### config.mk
export PLATFORM = sky130hd
export DESIGN_NAME = sorted_priority_queue_with_bucket_drain
export DESIGN_NICKNAME = d
export VERILOG_FILES = /design/src/rtl/core/spq_pkg.sv /design/src/rtl/core/spq_ctrl.sv /design/src/rtl/core/spq_dpath.sv /design/src/rtl/core/sorted_priority_queue_with_bucket_drain.sv
export SDC_FILE = /design/constraint.sdc
export NUM_CORES = 1
export LEC_CHECK = 0
export BUFFER_PORTS_ARGS = -buffer_cell sky130_fd_sc_hd__buf_2
export CORE_UTILIZATION = 35
export DETAILED_ROUTE_END_ITERATION = 6
export GPL_TIMING_DRIVEN = 0
export HOLD_SLACK_MARGIN = 0.1
export PLACE_DENSITY = 0.6
export SETUP_SLACK_MARGIN = 0.1
export SLEW_MARGIN = 20
export SYNTH_ARGS = -nofsm -noshare
export SYNTH_HDL_FRONTEND = slang
export SYNTH_HIERARCHICAL = 1
export SYNTH_SLANG_ARGS = --single-unit
### constraint.sdc
create_clock -name clk -period 10.2 [get_ports clk]
set_input_delay 0.51 -clock clk [delete_from_list [all_inputs] [get_ports clk]]
set_output_delay 0.51 -clock clk [all_outputs]
set_load 0.05 [all_outputs]
### src/rtl/core/spq_pkg.sv
// ----------------------------------------------------------------------------
// spq_pkg
// Shared types and constants of the sorted priority queue with bucket drain.
// ----------------------------------------------------------------------------
package spq_pkg;

  localparam int ID_W        = 16;
  localparam int CLS_W       = 2;
  localparam int MAX_RESULTS = 16;
  localparam int CNT_W       = $clog2(MAX_RESULTS + 1);

  localparam logic [CLS_W-1:0] CLS_TOP = 2'd3;
  localparam logic [ID_W-1:0]  SAT16   = 16'hFFFF;

  // command codes on the input channel
  typedef enum logic [1:0] {
    MODE_INSERT = 2'd0,
    MODE_DRAIN  = 2'd1,
    MODE_REPORT = 2'd2
  } mode_t;

  // result codes
  typedef enum logic [2:0] {
    KIND_ACCEPT  = 3'd0,
    KIND_FULL    = 3'd1,
    KIND_DRAINED = 3'd2,
    KIND_EMPTY   = 3'd3,
    KIND_REPORT  = 3'd4
  } kind_t;

  // controller to datapath
  typedef struct packed {
    logic  latch;   // capture the input beat
    logic  mul;     // register the reciprocal product
    logic  insert;  // write the new entry into the chain
    logic  pop;     // shift the head out of the chain
    logic  emit;    // load the result register
    kind_t kind;
    logic  last;
  } cmd_t;

  // datapath to controller
  typedef struct packed {
    logic full;
    logic head_top;  // head entry exists and holds the top class
    logic next_top;  // second entry exists and holds the top class
  } status_t;

endpackage

### src/rtl/core/spq_ctrl.sv
// ----------------------------------------------------------------------------
// spq_ctrl
// Sequencer: decodes a command beat, steps an insert through its multiply and
// write states and pops top-class entries one per cycle during a drain.
// ----------------------------------------------------------------------------
module spq_ctrl (
  input  logic             clk,
  input  logic             rst_n,
  input  logic             start,
  input  logic [1:0]       in_mode,
  input  spq_pkg::status_t st,
  output spq_pkg::cmd_t    cmd,
  output logic             busy
);
  import spq_pkg::*;

  typedef enum logic [1:0] {
    S_IDLE,
    S_INS_MUL,
    S_INS_PUT,
    S_DRAIN
  } state_t;

  state_t           state_r, state_nxt;
  logic [CNT_W-1:0] cnt_r, cnt_nxt;
  logic             accept;
  logic             head_pop;
  logic             next_pop;

  assign busy     = (state_r != S_IDLE);
  assign accept   = start && !busy;
  // the per-command pop limit caps how far a drain runs
  assign head_pop = st.head_top && (cnt_r < CNT_W'(MAX_RESULTS));
  assign next_pop = st.next_top && (cnt_r < CNT_W'(MAX_RESULTS - 1));

  // next state and commands
  always_comb begin
    state_nxt  = state_r;
    cnt_nxt    = cnt_r;
    cmd        = '0;
    cmd.kind   = KIND_ACCEPT;
    case (state_r)
      S_IDLE: begin
        cnt_nxt   = '0;
        cmd.latch = accept;
        if (accept) begin
          case (in_mode)
            MODE_INSERT: begin
              if (st.full) begin
                cmd.emit = 1'b1;
                cmd.kind = KIND_FULL;
                cmd.last = 1'b1;
              end else begin
                state_nxt = S_INS_MUL;
              end
            end
            MODE_DRAIN:  state_nxt = S_DRAIN;
            MODE_REPORT: begin
              cmd.emit = 1'b1;
              cmd.kind = KIND_REPORT;
              cmd.last = 1'b1;
            end
            default: ;
          endcase
        end
      end
      S_INS_MUL: begin
        cmd.mul   = 1'b1;
        state_nxt = S_INS_PUT;
      end
      S_INS_PUT: begin
        cmd.insert = 1'b1;
        cmd.emit   = 1'b1;
        cmd.kind   = KIND_ACCEPT;
        cmd.last   = 1'b1;
        state_nxt  = S_IDLE;
      end
      S_DRAIN: begin
        cmd.emit = 1'b1;
        if (head_pop) begin
          cmd.pop  = 1'b1;
          cmd.kind = KIND_DRAINED;
          cmd.last = !next_pop;
          cnt_nxt  = cnt_r + CNT_W'(1);
          if (!next_pop) state_nxt = S_IDLE;
        end else begin
          cmd.kind  = KIND_EMPTY;
          cmd.last  = 1'b1;
          state_nxt = S_IDLE;
        end
      end
      default: state_nxt = S_IDLE;
    endcase
  end

  // state and pop counter
  always_ff @(posedge clk) begin
    if (!rst_n) begin
      state_r <= S_IDLE;
      cnt_r   <= '0;
    end else begin
      state_r <= state_nxt;
      cnt_r   <= cnt_nxt;
    end
  end

endmodule

### src/rtl/core/spq_dpath.sv
// ----------------------------------------------------------------------------
// spq_dpath
// Sorted shifting chain of entries, bucket index unit, bucket occupancy bits,
// collision total and the result register.
// ----------------------------------------------------------------------------
module spq_dpath #(
  parameter int QUEUE_DEPTH = 16,
  parameter int BUCKETS     = 10
) (
  input  logic                     clk,
  input  logic                     rst_n,
  input  spq_pkg::cmd_t            cmd,
  input  logic [spq_pkg::ID_W-1:0] in_item_id,
  input  logic                     in_impact_flag,
  input  logic                     in_likely_flag,
  output spq_pkg::status_t         st,
  output logic                     out_valid,
  output logic [2:0]               out_kind,
  output logic [spq_pkg::ID_W-1:0] out_id,
  output logic [3:0]               out_bucket,
  output logic [spq_pkg::ID_W-1:0] out_collisions,
  output logic                     out_last
);
  import spq_pkg::*;

  localparam int FILL_W = $clog2(QUEUE_DEPTH + 1);
  localparam int BKT_W  = $clog2(BUCKETS);
  // exact reciprocal for a 16-bit dividend: q = (id * MULT) >> SHIFT
  localparam int SHIFT  = ID_W + BKT_W;
  localparam int MUL_W  = ID_W + 2;
  localparam int PROD_W = ID_W + MUL_W;
  localparam logic [MUL_W-1:0] MULT = MUL_W'((2**SHIFT + BUCKETS - 1) / BUCKETS);

  // entry chain, only entries below the fill count are meaningful
  logic [CLS_W-1:0]  q_cls_r [QUEUE_DEPTH];
  logic [ID_W-1:0]   q_id_r  [QUEUE_DEPTH];
  logic [BKT_W-1:0]  q_bkt_r [QUEUE_DEPTH];
  logic [FILL_W-1:0] fill_r;

  // a bucket counter only ever grows, so a collision needs just "seen before"
  logic [BUCKETS-1:0] seen_r;
  logic [ID_W-1:0]    coll_r, coll_nxt;

  logic [ID_W-1:0]   id_r;
  logic [CLS_W-1:0]  cls_r;
  logic [PROD_W-1:0] prod_r;

  logic [ID_W-1:0]   quot;
  logic [ID_W-1:0]   rem;
  logic [BKT_W-1:0]  new_bkt;
  logic [QUEUE_DEPTH-1:0] sel;

  // bucket index of the latched id
  always_comb begin
    quot    = ID_W'(prod_r >> SHIFT);
    rem     = id_r - quot * ID_W'(BUCKETS);
    new_bkt = BKT_W'(rem);
  end

  // per entry: does the new item land at or before this slot
  always_comb begin
    for (int i = 0; i < QUEUE_DEPTH; i++) begin
      if (FILL_W'(i) < fill_r) begin
        if (cls_r != q_cls_r[i]) sel[i] = (cls_r > q_cls_r[i]);
        else                     sel[i] = (id_r < q_id_r[i]);
      end else begin
        sel[i] = (FILL_W'(i) == fill_r);
      end
    end
  end

  // status toward the sequencer
  always_comb begin
    st.full     = (fill_r == FILL_W'(QUEUE_DEPTH));
    st.head_top = (fill_r != '0) && (q_cls_r[0] == CLS_TOP);
    st.next_top = (fill_r > FILL_W'(1)) && (q_cls_r[1] == CLS_TOP);
  end

  // collision total after a pop
  always_comb begin
    coll_nxt = coll_r;
    if (cmd.pop && seen_r[q_bkt_r[0]] && (coll_r != SAT16)) coll_nxt = coll_r + ID_W'(1);
  end

  // input capture and reciprocal product
  always_ff @(posedge clk) begin
    if (cmd.latch) begin
      id_r  <= in_item_id;
      cls_r <= {in_impact_flag, in_likely_flag};
    end
    if (cmd.mul) prod_r <= PROD_W'(id_r) * PROD_W'(MULT);
  end

  // chain insert and shift-out
  always_ff @(posedge clk) begin
    for (int i = 0; i < QUEUE_DEPTH; i++) begin
      if (cmd.insert && sel[i]) begin
        if (i > 0 && sel[(i > 0) ? i - 1 : 0]) begin
          q_cls_r[i] <= q_cls_r[(i > 0) ? i - 1 : 0];
          q_id_r[i]  <= q_id_r[(i > 0) ? i - 1 : 0];
          q_bkt_r[i] <= q_bkt_r[(i > 0) ? i - 1 : 0];
        end else begin
          q_cls_r[i] <= cls_r;
          q_id_r[i]  <= id_r;
          q_bkt_r[i] <= new_bkt;
        end
      end else if (cmd.pop && i < QUEUE_DEPTH - 1) begin
        q_cls_r[i] <= q_cls_r[(i < QUEUE_DEPTH - 1) ? i + 1 : i];
        q_id_r[i]  <= q_id_r[(i < QUEUE_DEPTH - 1) ? i + 1 : i];
        q_bkt_r[i] <= q_bkt_r[(i < QUEUE_DEPTH - 1) ? i + 1 : i];
      end
    end
  end

  // fill count, bucket occupancy and collision total
  always_ff @(posedge clk) begin
    if (!rst_n) begin
      fill_r <= '0;
      seen_r <= '0;
      coll_r <= '0;
    end else begin
      if (cmd.insert)   fill_r <= fill_r + FILL_W'(1);
      else if (cmd.pop) fill_r <= fill_r - FILL_W'(1);
      if (cmd.pop) seen_r[q_bkt_r[0]] <= 1'b1;
      coll_r <= coll_nxt;
    end
  end

  // result register, one beat per strobe
  always_ff @(posedge clk) begin
    if (!rst_n) begin
      out_valid <= 1'b0;
    end else begin
      out_valid <= cmd.emit;
    end
    if (cmd.emit) begin
      out_kind       <= cmd.kind;
      out_collisions <= coll_nxt;
      out_last       <= cmd.last;
      if (cmd.kind == KIND_DRAINED) begin
        out_id     <= q_id_r[0];
        out_bucket <= 4'(q_bkt_r[0]);
      end else begin
        out_id     <= '0;
        out_bucket <= '0;
      end
    end
  end

endmodule

### src/rtl/core/sorted_priority_queue_with_bucket_drain.sv
// ----------------------------------------------------------------------------
// sorted_priority_queue_with_bucket_drain
// Bounded priority queue of ids ranked by a two-flag class, lower id first on
// ties, with a drain of top-class entries and a bucket collision total.
//
//   channel | ports                                      | handshake
//   --------+--------------------------------------------+------------------
//   command | in_mode in_item_id in_impact_flag          | start & !busy
//           | in_likely_flag                             |
//   result  | out_kind out_id out_bucket out_collisions  | out_valid strobe
//           | out_last                                   |
//
// insert: capture, reciprocal multiply for the bucket, then chain write
// drain: one result beat per cycle, one per popped entry or a single empty beat
// report, full reject and unused mode: busy stays low
// synchronous active-low reset empties the queue and clears bucket history
// results are a one-cycle strobe; the receiver cannot hold them off
// ----------------------------------------------------------------------------
module sorted_priority_queue_with_bucket_drain #(
  parameter int QUEUE_DEPTH = 16,
  parameter int BUCKETS     = 10
) (
  input  logic                     clk,
  input  logic                     rst_n,
  input  logic                     start,
  output logic                     busy,
  input  logic [1:0]               in_mode,
  input  logic [spq_pkg::ID_W-1:0] in_item_id,
  input  logic                     in_impact_flag,
  input  logic                     in_likely_flag,
  output logic                     out_valid,
  output logic [2:0]               out_kind,
  output logic [spq_pkg::ID_W-1:0] out_id,
  output logic [3:0]               out_bucket,
  output logic [spq_pkg::ID_W-1:0] out_collisions,
  output logic                     out_last
);
  import spq_pkg::*;

  cmd_t    cmd;
  status_t st;

  // sequencer
  spq_ctrl u_ctrl (
    .clk     (clk),
    .rst_n   (rst_n),
    .start   (start),
    .in_mode (in_mode),
    .st      (st),
    .cmd     (cmd),
    .busy    (busy)
  );

  // queue storage and result path
  spq_dpath #(
    .QUEUE_DEPTH (QUEUE_DEPTH),
    .BUCKETS     (BUCKETS)
  ) u_dpath (
    .clk            (clk),
    .rst_n          (rst_n),
    .cmd            (cmd),
    .in_item_id     (in_item_id),
    .in_impact_flag (in_impact_flag),
    .in_likely_flag (in_likely_flag),
    .st             (st),
    .out_valid      (out_valid),
    .out_kind       (out_kind),
    .out_id         (out_id),
    .out_bucket     (out_bucket),
    .out_collisions (out_collisions),
    .out_last       (out_last)
  );

endmodule

==> results.cfg <==
[yosys]
synth_edf_count = 413
syn_area_um2 = 30700
postSynthRegisterBits = 452
syn_nets = 3406
yosysTopAreaCellShare = 0.405
ys.flop_type = edfxtp_1
syn_avg_cell_area_um2 = 10.4
async_flop_share = 0
ys_types = 91
syn-instance-count = 2955
ys_seq_area_frac = 0.430
yosysTopAreaCell = edfxtp_1
yosys-top-cells-area = edfxtp_1 (40%), ha_1 (15%), inv_1 (5.5%)
synth_warnings = 6

[global_routing]
antenna_found_initial = 0
grt_usage = 0.237
grt_max_degree = 24
grt_pass1_wl_mm = 156
globalRouteOverflowTotal = 0
grt_pass1_vias = 24076

[timing]
final_hold_viol_count = 0
grt_setup_unrepaired = no
drv_slew = 0
setup_viol = 0
min_period_over_period = 0.607
fin_worst_skew_ps = 50.6
setup_tns_ps = 0
worstMarginPinSlew_ps = 1300
fmax_ghz = 0.162
max_slew_margin = 0.136
period_needed_ps = 6190

[die]
chipWidth_um = 298
dieArea_um2 = 88800
start_util = 0.353
ios = 65
chipHeight_um = 298
rows = 108
placeableCoreArea_um2 = 86800

[worst_setup_path]
critPathCaptureType = flip-flop
crit_path_start_kind = flip-flop
crit_type = flip-flop to flip-flop
r2r_slack_ps = 4010
crit_fanout = 10
slowest_stage = edfxtp_1
cp_cell_sequence = clkbuf_2 > nand2_1 > fa_1 > inv_1 > fa_1 > fa_1 > inv_1 > fa_1 > inv_1 > ha_1 > a21o_1 > a21o_1 > a2111oi_0 > nor4b_1 > or4_1 > a21oi_1 > xnor2_1
required_ps = 10560
critPathArrivalTime_ps = 6550
max_stage_delay_ps = 770
crit_top_cell = fa_1

[drt]
drtPass1Iterations = 7
postRouteAntennaNets = 0
wl_per_cell_um = 24.6
avgViaCountPerCell = 5.71
drt-initial-drc-count = 3112
dr_total_vias = 24752
drc = 7
drt-total-wl_mm = 107

[clock_tree]
clk_pin_slew_ps = 60
cts_tree = done
numCtsBuffers = 53
cts_buffer_depth = 3
cts_hold_buffers = 18
clock-sinks = 452
post_cts_buffers = 0
root_buffer = clkbuf_16
clk_latency_ps = 650
cts_resized = 0
htree_levels = 2

[placed_design]
detailed_place_hpwl_mm = 82.9
place_congestion = 0.929
dp.cells = 4217
io_buffers = 64

[layout]
syn_to_final_growth_pct = 14.8
fin_cells = 4336
fin_util = 0.406
drive_gt1_frac = 0.0931
nets = 3586

[status]
status = finished with violations
violations = DRC

[flow_run]
maxCapViolations = 0

[power]
powerDensity_nw_per_um2 = 160
vdd_drop_max_uv = 138
leakage_uw = 0.0150

[min_path]
min_path_type = primary input to flip-flop
[sequential cells by signal, summed over array words and instances, names as in the netlist, 2 cells and up]
signal and flops:
u_ctrl/cnt_r 5, u_ctrl/state_r 2, u_dpath/cls_r 2, u_dpath/coll_r 16, u_dpath/fill_r 5, u_dpath/id_r 16, u_dpath/out_bucket 4, u_dpath/out_collisions 16
u_dpath/out_id 16, u_dpath/out_kind 3, u_dpath/prod_r 3, u_dpath/q_bkt_r 64, u_dpath/q_cls_r 32, u_dpath/q_id_r 256, u_dpath/seen_r 10
[area by class of cell]
class	count	area, µm²
Fill cell	8426	51600
Multi-Input combinational cell	1900	15200
Sequential cell	452	13200
Inverter	457	1720
Tap cell	1155	1450
Clock buffer	64	1440
Timing Repair Buffer	125	1170
Buffer	146	632
Clock inverter	34	412
Antenna cell	3	7.51
[stage by stage]
stage	area, µm²	hold WS [ps]	total power, µW	worst slack, ps
finish	35200	197	5640	4010
global route	35200	177	5930	3790
CTS	35200	158	5670	4040
detailed placement	33100	449	3640	4090
global placement	32400	448	3570	1970
floorplan	30700	435	3140	4060
[placed cells by master, fill, tap and decap left out, drive strengths merged, types with 16 or more instances in the layout]
master and n:
a211oi 28, a21o 45, a21oi 210, a221o 82
a222oi 22, a22o 26, a22oi 43, a31oi 16
and2 50, buf 154, clkbuf 163, clkinv 22
dfxtp 39, dlygate4sd3 18, edfxtp 413, fa 64
ha 364, inv 458, mux2i 27, nand2 136
nand2b 18, nand3 29, nand4 30, nor2 116
nor2b 29, nor3 101, o21a 23, o21ai 130
o22ai 126, xnor2 27
[power breakdown]
part           total (µW)  switching [µW]  leakage (µW)  internal (µW)
logic                1530             930        0.0101            603
clock network        2020             843      0.000891           1170
registers            2090            29.2       0.00407           2060
[cell families after synthesis]
| kind of cell | count (synthesis) | share of synthesized area |
|---|---|---|
| AO/OA/AOI/OAI | 822 | 0.183 |
| buffers and inverters | 603 | 0.0764 |
| AND/OR/NAND/NOR | 568 | 0.0935 |
| flip-flops | 452 | 0.430 |
| adder cells (fa/ha/maj) | 428 | 0.190 |
| multiplexers | 43 | 0.0154 |
| XOR/XNOR | 39 | 0.0111 |
[synthesized netlist by cell type (all sizes together), types with 30 or more instances]
library cell,number
nor2,116
inv,455
dfxtp,39
edfxtp,413
and2,50
clkbuf,99
a21o,45
o22ai,126
nor3,101
o21ai,130
buf,47
nand4,30
a22oi,43
ha,364
fa,64
nand2,136
a21oi,210
a221o,82
[routing by layer]
layer	GRT usage	part of all wire	vias up
met5	0	0	-
met4	0.115	0.053	0
li1	-	-	11274
met1	0.332	0.43	11944
met3	0.0453	0.11	226
met2	0.349	0.41	1308
[worst paths after layout]
path / from / end / cells after the start
hold reg to reg: u_dpath/seen_r[9] / u_dpath/seen_r[9] / 1
hold / removal: rst_n / u_dpath/seen_r[0] / 2
setup reg to reg: u_dpath/id_r[5] / u_dpath/prod_r[22] / 17
setup / recovery: u_dpath/id_r[5] / u_dpath/prod_r[22] / 17
[critical path: cells and delay by family (launching register included)]
kind	cells	cell delay [ps]
fa+ha+maj	5	2450
compound gates	4	950
buf+inv	4	870
simple gates	3	780
xor+xnor	1	70
flops	1	770
No activity file was read; power rests on OpenSTA's default activity.
